### src/hic_pkg.sv
package hic_pkg;

  localparam int unsigned VAL_W   = 16;
  localparam int unsigned TIME_W  = 20;
  localparam int unsigned CNT_W   = 16;
  localparam int unsigned CFG_W   = 20;
  localparam int unsigned AXES    = 3;

  localparam logic [TIME_W-1:0] CAPTURE_LEN_RST = 20'd30000;
  localparam logic [VAL_W-1:0]  POOR_LIMIT_RST  = 16'd500;
  localparam logic [TIME_W-1:0] ELAPSED_MAX     = 20'hFFFFF;
  localparam logic [CNT_W-1:0]  COUNT_MAX       = 16'hFFFF;
  localparam logic signed [VAL_W-1:0] MIN_RST   = 16'sh7FFF;
  localparam logic signed [VAL_W-1:0] MAX_RST   = 16'sh8000;

  // configuration register indexes
  localparam logic CFG_CAPTURE_LEN = 1'b0;
  localparam logic CFG_POOR_LIMIT  = 1'b1;

  typedef enum logic [1:0] {
    REQ_TICK   = 2'd0,
    REQ_SAMPLE = 2'd1,
    REQ_START  = 2'd2,
    REQ_CLEAR  = 2'd3
  } hic_req_t;

  // per-item actions from the controller to the axis trackers
  typedef struct packed {
    logic sample_upd;
    logic start;
    logic close;
    logic clear;
    logic cnt_zero;   // no samples after this word
    logic show;       // spread goes out on this word
  } hic_ctl_t;

  typedef struct packed {
    logic                     capture_running;
    logic                     have_calibration;
    logic                     capture_done;
    logic                     poor_axis;
    logic signed [VAL_W-1:0]  offset_x;
    logic signed [VAL_W-1:0]  offset_y;
    logic signed [VAL_W-1:0]  offset_z;
    logic [VAL_W-1:0]         spread_x;
    logic [VAL_W-1:0]         spread_y;
    logic [VAL_W-1:0]         spread_z;
    logic [TIME_W-1:0]        time_left_ms;
    logic [CNT_W-1:0]         samples_taken;
  } hic_res_t;

endpackage

### src/magnetometer_hard_iron_calibrator.sv
// Hard-iron calibrator using the per-axis min/max method. Words carry a tick,
// a sample, a start or a clear request and each returns one status word.
// A word is taken into the input register when accepted; once the result
// register is free or being emptied, the state update lands and the result
// register loads, raising out_valid. One word is accepted every cycle while
// in_stall is low, and the input register still takes one word while a
// result is stalled. Offsets are floor((max+min)/2); spreads are max-min.
// Config writes must be made while no word is in flight.
module magnetometer_hard_iron_calibrator (
  input  logic                              clk,
  input  logic                              rst_n,
  input  logic                              cfg_we,
  input  logic                              cfg_index,
  input  logic [hic_pkg::CFG_W-1:0]         cfg_wdata,
  input  logic                              in_valid,
  output logic                              in_stall,
  input  logic [1:0]                        in_req_type,
  input  logic signed [hic_pkg::VAL_W-1:0]  in_sample_x,
  input  logic signed [hic_pkg::VAL_W-1:0]  in_sample_y,
  input  logic signed [hic_pkg::VAL_W-1:0]  in_sample_z,
  input  logic                              in_sample_overflow,
  output logic                              out_valid,
  input  logic                              out_stall,
  output logic                              out_capture_running,
  output logic                              out_have_calibration,
  output logic                              out_capture_done,
  output logic                              out_poor_axis,
  output logic signed [hic_pkg::VAL_W-1:0]  out_offset_x,
  output logic signed [hic_pkg::VAL_W-1:0]  out_offset_y,
  output logic signed [hic_pkg::VAL_W-1:0]  out_offset_z,
  output logic [hic_pkg::VAL_W-1:0]         out_spread_x,
  output logic [hic_pkg::VAL_W-1:0]         out_spread_y,
  output logic [hic_pkg::VAL_W-1:0]         out_spread_z,
  output logic [hic_pkg::TIME_W-1:0]        out_time_left_ms,
  output logic [hic_pkg::CNT_W-1:0]         out_samples_taken
);

  logic [hic_pkg::TIME_W-1:0]       capture_len_r;
  logic [hic_pkg::VAL_W-1:0]        poor_limit_r;

  logic                             in_valid_r;
  logic [1:0]                       req_r;
  logic signed [hic_pkg::VAL_W-1:0] smp_r [hic_pkg::AXES];
  logic                             ovf_r;

  logic                             out_valid_r;
  hic_pkg::hic_res_t                res_r, res_nxt;

  logic                             advance;
  hic_pkg::hic_ctl_t                ctl;
  logic                             running_nxt, calib_nxt, done;
  logic [hic_pkg::TIME_W-1:0]       time_left;
  logic [hic_pkg::CNT_W-1:0]        count_nxt;
  logic signed [hic_pkg::VAL_W-1:0] offset [hic_pkg::AXES];
  logic [hic_pkg::VAL_W-1:0]        spread [hic_pkg::AXES];
  logic [hic_pkg::AXES-1:0]         axis_poor;

  // a word moves on when the result register is free or being emptied
  assign advance  = in_valid_r && (!out_valid_r || !out_stall);
  assign in_stall = in_valid_r && !advance;

  always_ff @(posedge clk) begin
    if (!rst_n) begin
      capture_len_r <= hic_pkg::CAPTURE_LEN_RST;
      poor_limit_r  <= hic_pkg::POOR_LIMIT_RST;
    end else if (cfg_we) begin
      case (cfg_index)
        hic_pkg::CFG_CAPTURE_LEN: capture_len_r <= cfg_wdata;
        hic_pkg::CFG_POOR_LIMIT:  poor_limit_r  <= cfg_wdata[hic_pkg::VAL_W-1:0];
        default: ;
      endcase
    end
  end

  always_ff @(posedge clk) begin
    if (!rst_n) begin
      in_valid_r <= 1'b0;
    end else if (!in_stall) begin
      in_valid_r <= in_valid;
    end
  end

  always_ff @(posedge clk) begin
    if (in_valid && !in_stall) begin
      req_r    <= in_req_type;
      smp_r[0] <= in_sample_x;
      smp_r[1] <= in_sample_y;
      smp_r[2] <= in_sample_z;
      ovf_r    <= in_sample_overflow;
    end
  end

  hic_ctrl u_ctrl (
    .clk             (clk),
    .rst_n           (rst_n),
    .fire            (advance),
    .req_type        (req_r),
    .sample_overflow (ovf_r),
    .capture_len     (capture_len_r),
    .ctl             (ctl),
    .running_nxt     (running_nxt),
    .calib_nxt       (calib_nxt),
    .done            (done),
    .time_left       (time_left),
    .count_nxt       (count_nxt)
  );

  for (genvar a = 0; a < hic_pkg::AXES; a++) begin : g_axis
    hic_axis u_axis (
      .clk        (clk),
      .rst_n      (rst_n),
      .ctl        (ctl),
      .sample     (smp_r[a]),
      .poor_limit (poor_limit_r),
      .offset_nxt (offset[a]),
      .spread     (spread[a]),
      .poor       (axis_poor[a])
    );
  end

  always_comb begin
    res_nxt.capture_running  = running_nxt;
    res_nxt.have_calibration = calib_nxt;
    res_nxt.capture_done     = done;
    res_nxt.poor_axis        = done && (ctl.cnt_zero || (|axis_poor));
    res_nxt.offset_x         = offset[0];
    res_nxt.offset_y         = offset[1];
    res_nxt.offset_z         = offset[2];
    res_nxt.spread_x         = spread[0];
    res_nxt.spread_y         = spread[1];
    res_nxt.spread_z         = spread[2];
    res_nxt.time_left_ms     = time_left;
    res_nxt.samples_taken    = count_nxt;
  end

  always_ff @(posedge clk) begin
    if (!rst_n) begin
      out_valid_r <= 1'b0;
    end else if (advance) begin
      out_valid_r <= 1'b1;
    end else if (!out_stall) begin
      out_valid_r <= 1'b0;
    end
  end

  always_ff @(posedge clk) begin
    if (advance) res_r <= res_nxt;
  end

  assign out_valid            = out_valid_r;
  assign out_capture_running  = res_r.capture_running;
  assign out_have_calibration = res_r.have_calibration;
  assign out_capture_done     = res_r.capture_done;
  assign out_poor_axis        = res_r.poor_axis;
  assign out_offset_x         = res_r.offset_x;
  assign out_offset_y         = res_r.offset_y;
  assign out_offset_z         = res_r.offset_z;
  assign out_spread_x         = res_r.spread_x;
  assign out_spread_y         = res_r.spread_y;
  assign out_spread_z         = res_r.spread_z;
  assign out_time_left_ms     = res_r.time_left_ms;
  assign out_samples_taken    = res_r.samples_taken;

endmodule

### src/hic_ctrl.sv
module hic_ctrl (
  input  logic                        clk,
  input  logic                        rst_n,
  input  logic                        fire,
  input  logic [1:0]                  req_type,
  input  logic                        sample_overflow,
  input  logic [hic_pkg::TIME_W-1:0]  capture_len,
  output hic_pkg::hic_ctl_t           ctl,
  output logic                        running_nxt,
  output logic                        calib_nxt,
  output logic                        done,
  output logic [hic_pkg::TIME_W-1:0]  time_left,
  output logic [hic_pkg::CNT_W-1:0]   count_nxt
);

  logic                       running_r;
  logic                       calib_r;
  logic [hic_pkg::TIME_W-1:0] elapsed_r, elapsed_nxt, elapsed_inc;
  logic [hic_pkg::CNT_W-1:0]  count_r;
  hic_pkg::hic_req_t          req;

  assign req = hic_pkg::hic_req_t'(req_type);
  assign elapsed_inc = (elapsed_r == hic_pkg::ELAPSED_MAX) ? elapsed_r : elapsed_r + 1'b1;

  always_comb begin
    running_nxt    = running_r;
    calib_nxt      = calib_r;
    elapsed_nxt    = elapsed_r;
    count_nxt      = count_r;
    done           = 1'b0;
    ctl.sample_upd = 1'b0;
    ctl.start      = 1'b0;
    ctl.close      = 1'b0;
    ctl.clear      = 1'b0;
    if (fire) begin
      case (req)
        hic_pkg::REQ_TICK: begin
          if (running_r) begin
            elapsed_nxt = elapsed_inc;
            if (elapsed_inc >= capture_len) begin
              done        = 1'b1;
              ctl.close   = 1'b1;
              running_nxt = 1'b0;
              calib_nxt   = 1'b1;
            end
          end
        end
        hic_pkg::REQ_SAMPLE: begin
          if (running_r && !sample_overflow) begin
            ctl.sample_upd = 1'b1;
            if (count_r != hic_pkg::COUNT_MAX) count_nxt = count_r + 1'b1;
          end
        end
        hic_pkg::REQ_START: begin
          // a start during an open window is dropped
          if (!running_r) begin
            ctl.start   = 1'b1;
            count_nxt   = '0;
            elapsed_nxt = '0;
            running_nxt = 1'b1;
          end
        end
        hic_pkg::REQ_CLEAR: begin
          ctl.clear = 1'b1;
          calib_nxt = 1'b0;
        end
        default: ;
      endcase
    end
    ctl.cnt_zero = (count_nxt == '0);
    ctl.show     = (running_nxt || done) && (count_nxt != '0);
    time_left    = (running_nxt && (elapsed_nxt < capture_len)) ?
                   capture_len - elapsed_nxt : '0;
  end

  always_ff @(posedge clk) begin
    if (!rst_n) begin
      running_r <= 1'b0;
      calib_r   <= 1'b0;
      elapsed_r <= '0;
      count_r   <= '0;
    end else begin
      running_r <= running_nxt;
      calib_r   <= calib_nxt;
      elapsed_r <= elapsed_nxt;
      count_r   <= count_nxt;
    end
  end

endmodule

### src/hic_axis.sv
module hic_axis (
  input  logic                              clk,
  input  logic                              rst_n,
  input  hic_pkg::hic_ctl_t                 ctl,
  input  logic signed [hic_pkg::VAL_W-1:0]  sample,
  input  logic [hic_pkg::VAL_W-1:0]         poor_limit,
  output logic signed [hic_pkg::VAL_W-1:0]  offset_nxt,
  output logic [hic_pkg::VAL_W-1:0]         spread,
  output logic                              poor
);

  logic signed [hic_pkg::VAL_W-1:0] min_r, min_nxt;
  logic signed [hic_pkg::VAL_W-1:0] max_r, max_nxt;
  logic signed [hic_pkg::VAL_W-1:0] off_r;
  logic signed [hic_pkg::VAL_W:0]   sum;
  logic [hic_pkg::VAL_W-1:0]        span;

  always_comb begin
    min_nxt = min_r;
    max_nxt = max_r;
    if (ctl.start) begin
      min_nxt = hic_pkg::MIN_RST;
      max_nxt = hic_pkg::MAX_RST;
    end else if (ctl.sample_upd) begin
      if (sample < min_r) min_nxt = sample;
      if (sample > max_r) max_nxt = sample;
    end
  end

  // floor of the midpoint: drop the low bit of the 17-bit sum
  assign sum = {max_r[hic_pkg::VAL_W-1], max_r} + {min_r[hic_pkg::VAL_W-1], min_r};

  always_comb begin
    offset_nxt = off_r;
    if (ctl.clear) begin
      offset_nxt = '0;
    end else if (ctl.close) begin
      offset_nxt = ctl.cnt_zero ? '0 : sum[hic_pkg::VAL_W:1];
    end
  end

  assign span   = max_nxt - min_nxt;
  assign spread = ctl.show ? span : '0;
  assign poor   = (spread < poor_limit);

  always_ff @(posedge clk) begin
    if (!rst_n) begin
      min_r <= hic_pkg::MIN_RST;
      max_r <= hic_pkg::MAX_RST;
      off_r <= '0;
    end else begin
      min_r <= min_nxt;
      max_r <= max_nxt;
      off_r <= offset_nxt;
    end
  end

endmodule

### config.mk
export PLATFORM = sky130hd
export DESIGN_NAME = magnetometer_hard_iron_calibrator
export DESIGN_NICKNAME = d
export VERILOG_FILES = /design/src/hic_pkg.sv /design/src/magnetometer_hard_iron_calibrator.sv /design/src/hic_ctrl.sv /design/src/hic_axis.sv
export SDC_FILE = /design/constraint.sdc
export NUM_CORES = 1
export LEC_CHECK = 0
export ABC_AREA = 1
export ABC_CLOCK_PERIOD_IN_PS = 12050
export BUFFER_PORTS_ARGS = -buffer_cell sky130_fd_sc_hd__clkbuf_2
export CELL_PAD_IN_SITES_DETAIL_PLACEMENT = 0
export CELL_PAD_IN_SITES_GLOBAL_PLACEMENT = 1
export CORE_MARGIN = 4
export CORE_UTILIZATION = 40
export DETAILED_ROUTE_END_ITERATION = 6
export PLACE_DENSITY = 0.71
export SYNTH_ARGS = -nofsm -noshare
export SYNTH_HDL_FRONTEND = slang
export SYNTH_SLANG_ARGS = --single-unit
### constraint.sdc
create_clock -name clk -period 12.05 [get_ports clk]
set_input_delay 3.0125 -clock clk [delete_from_list [all_inputs] [get_ports clk]]
set_output_delay 3.0125 -clock clk [all_outputs]
set_load 0.02 [all_outputs]
==> out/metrics.cfg, run 1 <==
[clock_tree]
cts_buffer_depth = 3
post_cts_resized = 0
htreeDepth = 2
clk_latency_ns = 0.60
clk_pin_slew_worst_paths_ns = 0.06
cts_setup_buffers = 0
hold_buffers = 0
cts-root-buf = clkbuf_16
cts_tree = yes
clock_sinks = 407
numCtsBuffers = 48

[yosys]
synth_top_area_share = 0.228
synth.most_common_cell = nand2_1
syn_area_sq_mm = 0.0246
ys_ff_latch = 407
synth_ff_type = dfxtp_1
synth_edf_count = 187
ys_types = 59
synth_fp_nets = 3394
async_flop_share = 0
syn-mean-instance-area_sq_um = 8.10
syn_inst = 3036
ys_warn_count = 0
ys_seq_area_frac = 0.408
synthTopCellsByCount = nand2_1 (491), inv_1 (392), nor2_1 (340)
synthTopCellsByArea = edfxtp_1 (23%), dfxtp_1 (18%), ha_1 (14%)
synth_top_area_cell = edfxtp_1

[flow_run]
max-cap-violations = 0

[sta]
period_share = 0.773
fin_crit_ns = 9.32
max_slew_margin = 0.236
clock_skew_ns = 0.0170
fin_tns_setup_ns = 0
finalHoldViolCount = 0
max_freq_mhz = 107
setup_viol_count_final = 0
worst_pin_slew_ns = 1.14
rsz0062_at_grt = no
drv_slew = 0

[die]
std_cell_rows = 90
start_util = 0.406
dieArea_sq_mm = 0.0655
die_h_microns = 256
die_x_microns = 256
core-area_sq_mm = 0.0606
ioPinCount = 215

[cells_and_area]
layout-area-overhead-vs-synth_pct = 13.9
nets = 3577
drive_gt1_frac = 0.114
post-route-util = 0.462
antenna_cells = 0
final_cells = 4041

[critical_path]
worst_r2r_path_depth = 41
cp_slowest_cell = clkinv_1
cpMostUsedCell = nand2_1
critPathLaunchType = input pin
r2r_end = out_poor_axis$_DFFE_PP_
worst-path-buf-inv = 6
cp.depth = 39
crit_family = simple AND/OR/NAND/NOR gates
cp.arrival_ns = 9.77
critPathKind = in -> reg
r2r-start = u_ctrl.running_r$_SDFF_PN0_
worstSetupStartpoint = out_stall
worstPathMaxFanout = 48
r2r_setup_slack_ns = 4.69
required_ns = 12.50
cpPeakStageDelay_ns = 1.02
crit_end = out_poor_axis$_DFFE_PP_
end_kind = flip-flop

[placed_design]
io_buffer_count = 214
gp_congestion = 0.887
placedCellCount = 3951
hpwl_microns = 55300

[grt]
grt_pass1_vias = 20300
globalRouteOverflowTotal = 0
grt.total_usage = 0.219
grt_max_degree = 91
grt_first_pass_wirelength_microns = 115000
antenna_found_initial = 0

[outcome]
violations = DRC
status = finished with violations

[routing]
ant_nets = 0
drt_iter0_markers = 1452
avgRoutedWirePerCell_microns = 18.2
drt_pre_antenna_iters = 7
viasPerCell = 5.28
via_count = 21300
drt_wl_total_microns = 73600
remaining_drc_errors = 4

[hold_path]
hold_path.class = reg -> reg

[power]
power_density_mw_per_mm2 = 117
vdd_drop_max_uv = 97.1
leakagePower_nw = 12.8

==> stage by stage <==
step | cell area [sq um] | setup slack (ns) | total power, W | hold WS [ns]
2_1_floorplan | 24600 | 1.44 | 0.00169 | 0.454
3_3_place_gp | 26400 | 2.25 | 0.00179 | 0.476
3_5_place_dp | 26400 | 2.11 | 0.00179 | 0.480
4_1_cts | 28000 | 2.73 | 0.00331 | 0.488
5_1_grt | 28000 | 1.76 | 0.00339 | 0.514
6_report | 28000 | 2.73 | 0.00327 | 0.487
==> report_power, final <==
| part | switching [W] | internal, W |
|---|---|---|
| registers | 0.0000298 | 0.00148 |
| clock network | 0.000604 | 0.000902 |
| logic | 0.000171 | 0.0000767 |
==> flip-flops by register name, summed over array words and instances (netlist names), 2 cells and up <==
register	cells
out_offset_x	16
req_r	2
out_time_left_ms	20
g_axis.u_axis.off_r	48
g_axis.u_axis.min_r	48
out_spread_x	16
capture_len_r	20
out_offset_y	16
g_axis.u_axis.max_r	48
out_samples_taken	16
u_ctrl.count_r	16
poor_limit_r	16
u_ctrl.elapsed_r	20
out_spread_y	16
out_spread_z	16
out_offset_z	16
smp_r	48
==> how the worst min path moves through the flow <==
stage / start / to / slack [ns] / depth (start not counted)
finish: capture_len_r[11]$_SDFFE_PN0P_ / capture_len_r[11]$_SDFFE_PN0P_ / 0.49 / 2
CTS: in_valid_r$_SDFFE_PN0N_ / out_valid$_SDFFE_PN0P_ / 0.49 / 2
global placement: in_valid_r$_SDFFE_PN0N_ / out_valid$_SDFFE_PN0P_ / 0.48 / 2
detailed placement: in_valid_r$_SDFFE_PN0N_ / out_valid$_SDFFE_PN0P_ / 0.48 / 2
global route: capture_len_r[11]$_SDFFE_PN0P_ / capture_len_r[11]$_SDFFE_PN0P_ / 0.51 / 2
floorplan: capture_len_r[11]$_SDFFE_PN0P_ / capture_len_r[11]$_SDFFE_PN0P_ / 0.45 / 2
==> kinds of logic after synthesis <==
kind of cell | share of synthesized area
DFF | 0.408
AOI/OAI and AO/OA | 0.139
adders and majority gates | 0.145
xor gates and xnor gates | 0.0205
and+or+nand+nor | 0.209
buffers and inverters | 0.0786
==> cells in the final DEF, fill, tap and decap left out, types with 7 or more instances in the layout <==
cell and n:
clkinv_1 8, inv_2 15, nor2_1 339, xor2_1 38, a211oi_1 13, or2_2 18
o21ai_1 23, clkbuf_1 11, nand2_1 491, nand3_1 63, nor2_4 8, clkbuf_2 214
ha_1 274, edfxtp_1 187, nand4_1 36, fa_1 7, nor3b_1 17, a31oi_1 11
nor4_1 47, a21oi_1 272, dfxtp_1 220, buf_4 14, inv_1 390, clkbuf_8 8
a22oi_1 13, o211ai_1 30, nor3_1 125, clkbuf_16 49, xnor2_1 17, o21bai_1 14
o21ai_0 182, clkinv_2 11, o21a_1 11
==> metal layers <==
metal  up-vias  GRT usage  part of all wire
met2       621      0.325              0.41
met4         0     0.0667             0.030
li1      10700          -                 -
met1      9936      0.327              0.50
met3       110     0.0351             0.059
met5         -          0                 0
==> cell type report <==
class	count	area, sq um
Fill cell	6049	32600
Multi-Input combinational cell	2121	12600
Sequential cell	407	10000
Inverter	413	1560
Clock buffer	68	1380
Timing Repair Buffer	228	1180
Tap cell	782	978
Clock inverter	22	241
==> tightest hold or removal path, delay by kind of cell (launching register included) <==
family	cells	cell delay (ns)
flops	1	0.32
buf+inv	1	0.07
compound gates	1	0.05
Note: power is estimated with default switching activity, not from simulation.
==> run 2: changes to the inputs <==
- ABC_CLOCK_PERIOD_IN_PS: 12050 -> 9700
- clock period: 12.05 -> 9.7 ns (I/O delays scaled with it)
==> out/metrics.cfg, run 2 (same netlist as run 1, synthesis figures left out) <==
[cells_and_area]
antenna_cells = 0
final_cells = 4046
layout-area-overhead-vs-synth_pct = 14.5
nets = 3584
mostFrequentLayoutCells = nand2_1 (491), inv_1 (390), nor2_1 (339)
drive_gt1_frac = 0.116
nFillCells = 5996
seqCellArea_sq_mm = 0.0100
final_common_cell = nand2_1
multiInputGateArea_sq_mm = 0.0126

[die]
ioPinCount = 215
die_x_microns = 256
die_h_microns = 256
start_util = 0.406
core-area_sq_mm = 0.0606
std_cell_rows = 90
dieArea_sq_mm = 0.0655

[routing]
viasPerCell = 5.21
via_count = 21100
remaining_drc_errors = 0
ant_nets = 0
avgRoutedWirePerCell_microns = 18.2
drt_iter0_markers = 1333
drt_wl_total_microns = 73700
drt_pre_antenna_iters = 5

[clock_tree]
hold_buffers = 0
clk_pin_slew_worst_paths_ns = 0.06
clock_sinks = 407
clk_latency_ns = 0.59
post_cts_resized = 0
cts_setup_buffers = 0
cts_tree = yes
cts_buffer_depth = 3
numCtsBuffers = 48
htreeDepth = 2
cts-root-buf = clkbuf_16

[grt]
grt_pass1_vias = 20100
grt.total_usage = 0.219
met1_usage = 0.328
globalRouteOverflowTotal = 0
grt_max_degree = 89
grt_first_pass_wirelength_microns = 115000
grt.busiest_layer = met1
antenna_found_initial = 0
grt_use_met3 = 0.0384
use_met2 = 0.325

[critical_path]
worstPathMaxFanout = 17
critPathLaunchType = input pin
required_ns = 10.14
r2r_setup_slack_ns = 2.80
cpMostUsedCell = nand2_1
end_kind = flip-flop
cp.arrival_ns = 8.23
critPathKind = in -> reg
cpPeakStageDelay_ns = 0.43
cp_slowest_cell = clkinv_1

[sta]
rsz0062_at_grt = no
fin_tns_setup_ns = 0
max_slew_margin = 0.283
worst_pin_slew_ns = 1.08
setup_viol_count_final = 0
finalHoldViolCount = 0
fin_crit_ns = 7.79
max_freq_mhz = 128
drv_slew = 0
clock_skew_ns = 0.0168
period_share = 0.803

[placed_design]
placedCellCount = 3958
io_buffer_count = 214
hpwl_microns = 55200
gp_congestion = 0.882

[power]
leakagePower_nw = 12.9
power_density_mw_per_mm2 = 148
vdd_drop_max_uv = 112

[flow_run]
max-cap-violations = 0

[outcome]
status = completed

[hold_path]
hold_path.class = reg -> reg

run 2: layout make-up:
class | instances | area share
clock buffer | 57 | 0.0468
clock inverter | 31 | 0.0145
inverter | 413 | 0.0555
multi-input combinational | 2121 | 0.449
sequential | 407 | 0.356
tap | 782 | 0.0348
timing repair buffer | 235 | 0.0436
run 2: final timing paths:
path | startpoint | endpoint | cells after the start
setup / recovery | out_stall | out_poor_axis$_DFFE_PP_ | 42
hold / removal | capture_len_r[15]$_SDFFE_PN0P_ | capture_len_r[15]$_SDFFE_PN0P_ | 2
setup reg to reg | u_ctrl.running_r$_SDFF_PN0_ | out_poor_axis$_DFFE_PP_ | 42
hold reg to reg | capture_len_r[15]$_SDFFE_PN0P_ | capture_len_r[15]$_SDFFE_PN0P_ | 2
run 2: worst max-delay path: cells and delay by family:
kind	cells	cell delay, ns
and+or+nand+nor	22	2.32
buffers and inverters	7	0.99
AOI/OAI and AO/OA	10	1.58
adders and majority gates	3	0.88
run 2: routing by layer:
| metal | wire length [microns] | part of all wire |
|---|---|---|
| met2 | 30500 | 0.41 |
| met3 | 3940 | 0.053 |
| met5 | 0 | 0 |
| met4 | 1910 | 0.026 |
| met1 | 37400 | 0.51 |
run 2: metrics by stage:
stage	utilization	power (W)	worst slack, ns	cell area, sq um	hold slack, ns
after global placement	0.436	0.00222	1.50	26400	0.478
after CTS	0.465	0.00423	1.91	28200	0.491
after global routing	0.465	0.00433	1.12	28200	0.512
after floorplan	-	0.00210	0.939	24600	0.454
after detailed placement	0.436	0.00222	1.28	26400	0.482
final	0.465	0.00418	1.91	28200	0.486
run 2: report_power, final:
part / internal [W] / switching [W] / leakage (nW)
Sequential: 0.00184 / 0.0000366 / 3.60
Clock: 0.00121 / 0.000776 / 0.830
Combinational: 0.0000956 / 0.000212 / 8.47
==> run 3: changes to the inputs <==
- ABC_CLOCK_PERIOD_IN_PS: 9700 -> 6840
- PLACE_DENSITY: 0.71 -> 0.74
- clock period: 9.7 -> 6.84 ns (I/O delays scaled with it)
==> out/metrics.cfg, run 3 (same netlist as run 1, synthesis figures left out) <==
[power]
power_density_mw_per_mm2 = 204
vdd_drop_max_uv = 137
leakagePower_nw = 13.2

[critical_path]
required_ns = 7.27
cpMostUsedCell = nand2_1
worstPathMaxFanout = 6
critPathKind = reg -> reg
end_kind = flip-flop
cpPeakStageDelay_ns = 0.47
critPathLaunchType = flip-flop
r2r_setup_slack_ns = 0.54
cp_slowest_cell = edfxtp_1
cp.arrival_ns = 6.73

[grt]
grt_first_pass_wirelength_microns = 117000
use_met2 = 0.336
grt_use_met3 = 0.0432
grt_max_degree = 137
met1_usage = 0.325
grt.total_usage = 0.222
globalRouteOverflowTotal = 0
grt_pass1_vias = 20500
grt.busiest_layer = met2
antenna_found_initial = 1

[routing]
drt_iter0_markers = 1518
remaining_drc_errors = 0
viasPerCell = 5.25
drt_wl_total_microns = 74900
ant_nets = 0
drt_pre_antenna_iters = 7
avgRoutedWirePerCell_microns = 18.3
via_count = 21500

[clock_tree]
cts_tree = yes
cts-root-buf = clkbuf_16
cts_buffer_depth = 3
clk_pin_slew_worst_paths_ns = 0.06
clk_latency_ns = 0.59
clock_sinks = 407
numCtsBuffers = 48
htreeDepth = 2

[cells_and_area]
final_cells = 4100
nets = 3638
multiInputGateArea_sq_mm = 0.0128
seqCellArea_sq_mm = 0.0100
final_common_cell = nand2_1
mostFrequentLayoutCells = nand2_1 (490), inv_1 (389), nor2_1 (339)
post-route-util = 0.474
fin_area_sq_mm = 0.0287
layout-area-overhead-vs-synth_pct = 16.8
drive_gt1_frac = 0.137
antenna_cells = 0
nFillCells = 5929

[die]
ioPinCount = 215
core-area_sq_mm = 0.0606
die_x_microns = 256
start_util = 0.406
std_cell_rows = 90
dieArea_sq_mm = 0.0655
die_h_microns = 256

[placed_design]
gp_congestion = 0.901
place_area_sq_mm = 0.0269
placedCellCount = 4007
hpwl_microns = 56300
io_buffer_count = 214

[sta]
clock_skew_ns = 0.0212
setup_viol_count_final = 0
worst_pin_slew_ns = 1.26
fin_crit_ns = 6.30
fin_tns_setup_ns = 0
period_share = 0.921
rsz0062_at_grt = no
max_freq_mhz = 159
max_slew_margin = 0.161
finalHoldViolCount = 0
drv_slew = 0

[outcome]
status = completed

[flow_run]
max-cap-violations = 0

[hold_path]
hold_path.class = reg -> reg

-- run 3: cell types whose count changed in the layout (fill, tap and decap cells not counted), moves of 3 or more --
cell / before / now
buf_4: 21 / 72
o21ai_0: 182 / 171
o21ai_1: 24 / 35
a21oi_1: 272 / 263
a21oi_2: 2 / 11
nor3_1: 125 / 118
nor3_2: 2 / 8
a211oi_1: 13 / 10
a211oi_2: 0 / 3
buf_12: 0 / 3
clkbuf_8: 2 / 5
-- run 3: through the flow --
step           hold slack, ns  power (W)  worst slack [ns]
2_1_floorplan           0.454    0.00299            -0.921
3_3_place_gp            0.484    0.00315            0.0995
3_5_place_dp            0.483    0.00316            -0.119
4_1_cts                 0.490    0.00592             0.446
5_1_grt                 0.531    0.00609           0.00365
6_report                0.488    0.00587             0.539
-- run 3: area by class of cell --
class                           instances  area share
Sequential cell                       407       0.349
Timing Repair Buffer                  289      0.0582
Clock inverter                         29      0.0123
Multi-Input combinational cell       2121       0.445
Inverter                              413      0.0546
Clock buffer                           59      0.0465
Tap cell                              782      0.0341
-- run 3: final timing paths --
| path | startpoint | end | depth (start not counted) |
|---|---|---|---|
| worst max-delay path | smp_r[0][1]$_DFFE_PP_ | out_poor_axis$_DFFE_PP_ | 42 |
| worst min-delay path | capture_len_r[15]$_SDFFE_PN0P_ | capture_len_r[15]$_SDFFE_PN0P_ | 2 |
| worst max register to register | smp_r[0][1]$_DFFE_PP_ | out_poor_axis$_DFFE_PP_ | 42 |
| worst min register to register | capture_len_r[15]$_SDFFE_PN0P_ | capture_len_r[15]$_SDFFE_PN0P_ | 2 |
-- run 3: where the power goes --
part	internal [W]	switching (W)	leakage (nW)	total [W]
Clock	0.00168	0.00107	0.817	0.00275
Sequential	0.00261	0.0000508	3.60	0.00266
Combinational	0.000142	0.000309	8.79	0.000450
Total	0.00444	0.00143	13.2	0.00587
-- run 3: per-layer routing --
| metal | vias up | wire (microns) |
|---|---|---|
| met5 | - | 12 |
| met4 | 2 | 1870 |
| met3 | 107 | 4760 |
| met2 | 622 | 31900 |
| met1 | 9987 | 36400 |
| li1 | 10800 | - |
-- run 3: timing repair --
item / 4_1_cts / 5_1_grt
endpoints found under the setup margin: 0 / 1
resized for setup: 0 / 10
hold buffers: 0 / 0
setup buffers: 0 / 5
-- run 3: critical path, delay by kind of cell (launching register included) --
| kind | cells | cell delay, ns |
|---|---|---|
| xor+xnor | 1 | 0.12 |
| flops | 1 | 0.47 |
| buf+inv | 4 | 0.33 |
| simple gates | 20 | 1.92 |
| fa+ha+maj | 3 | 0.93 |
| compound gates | 14 | 2.37 |
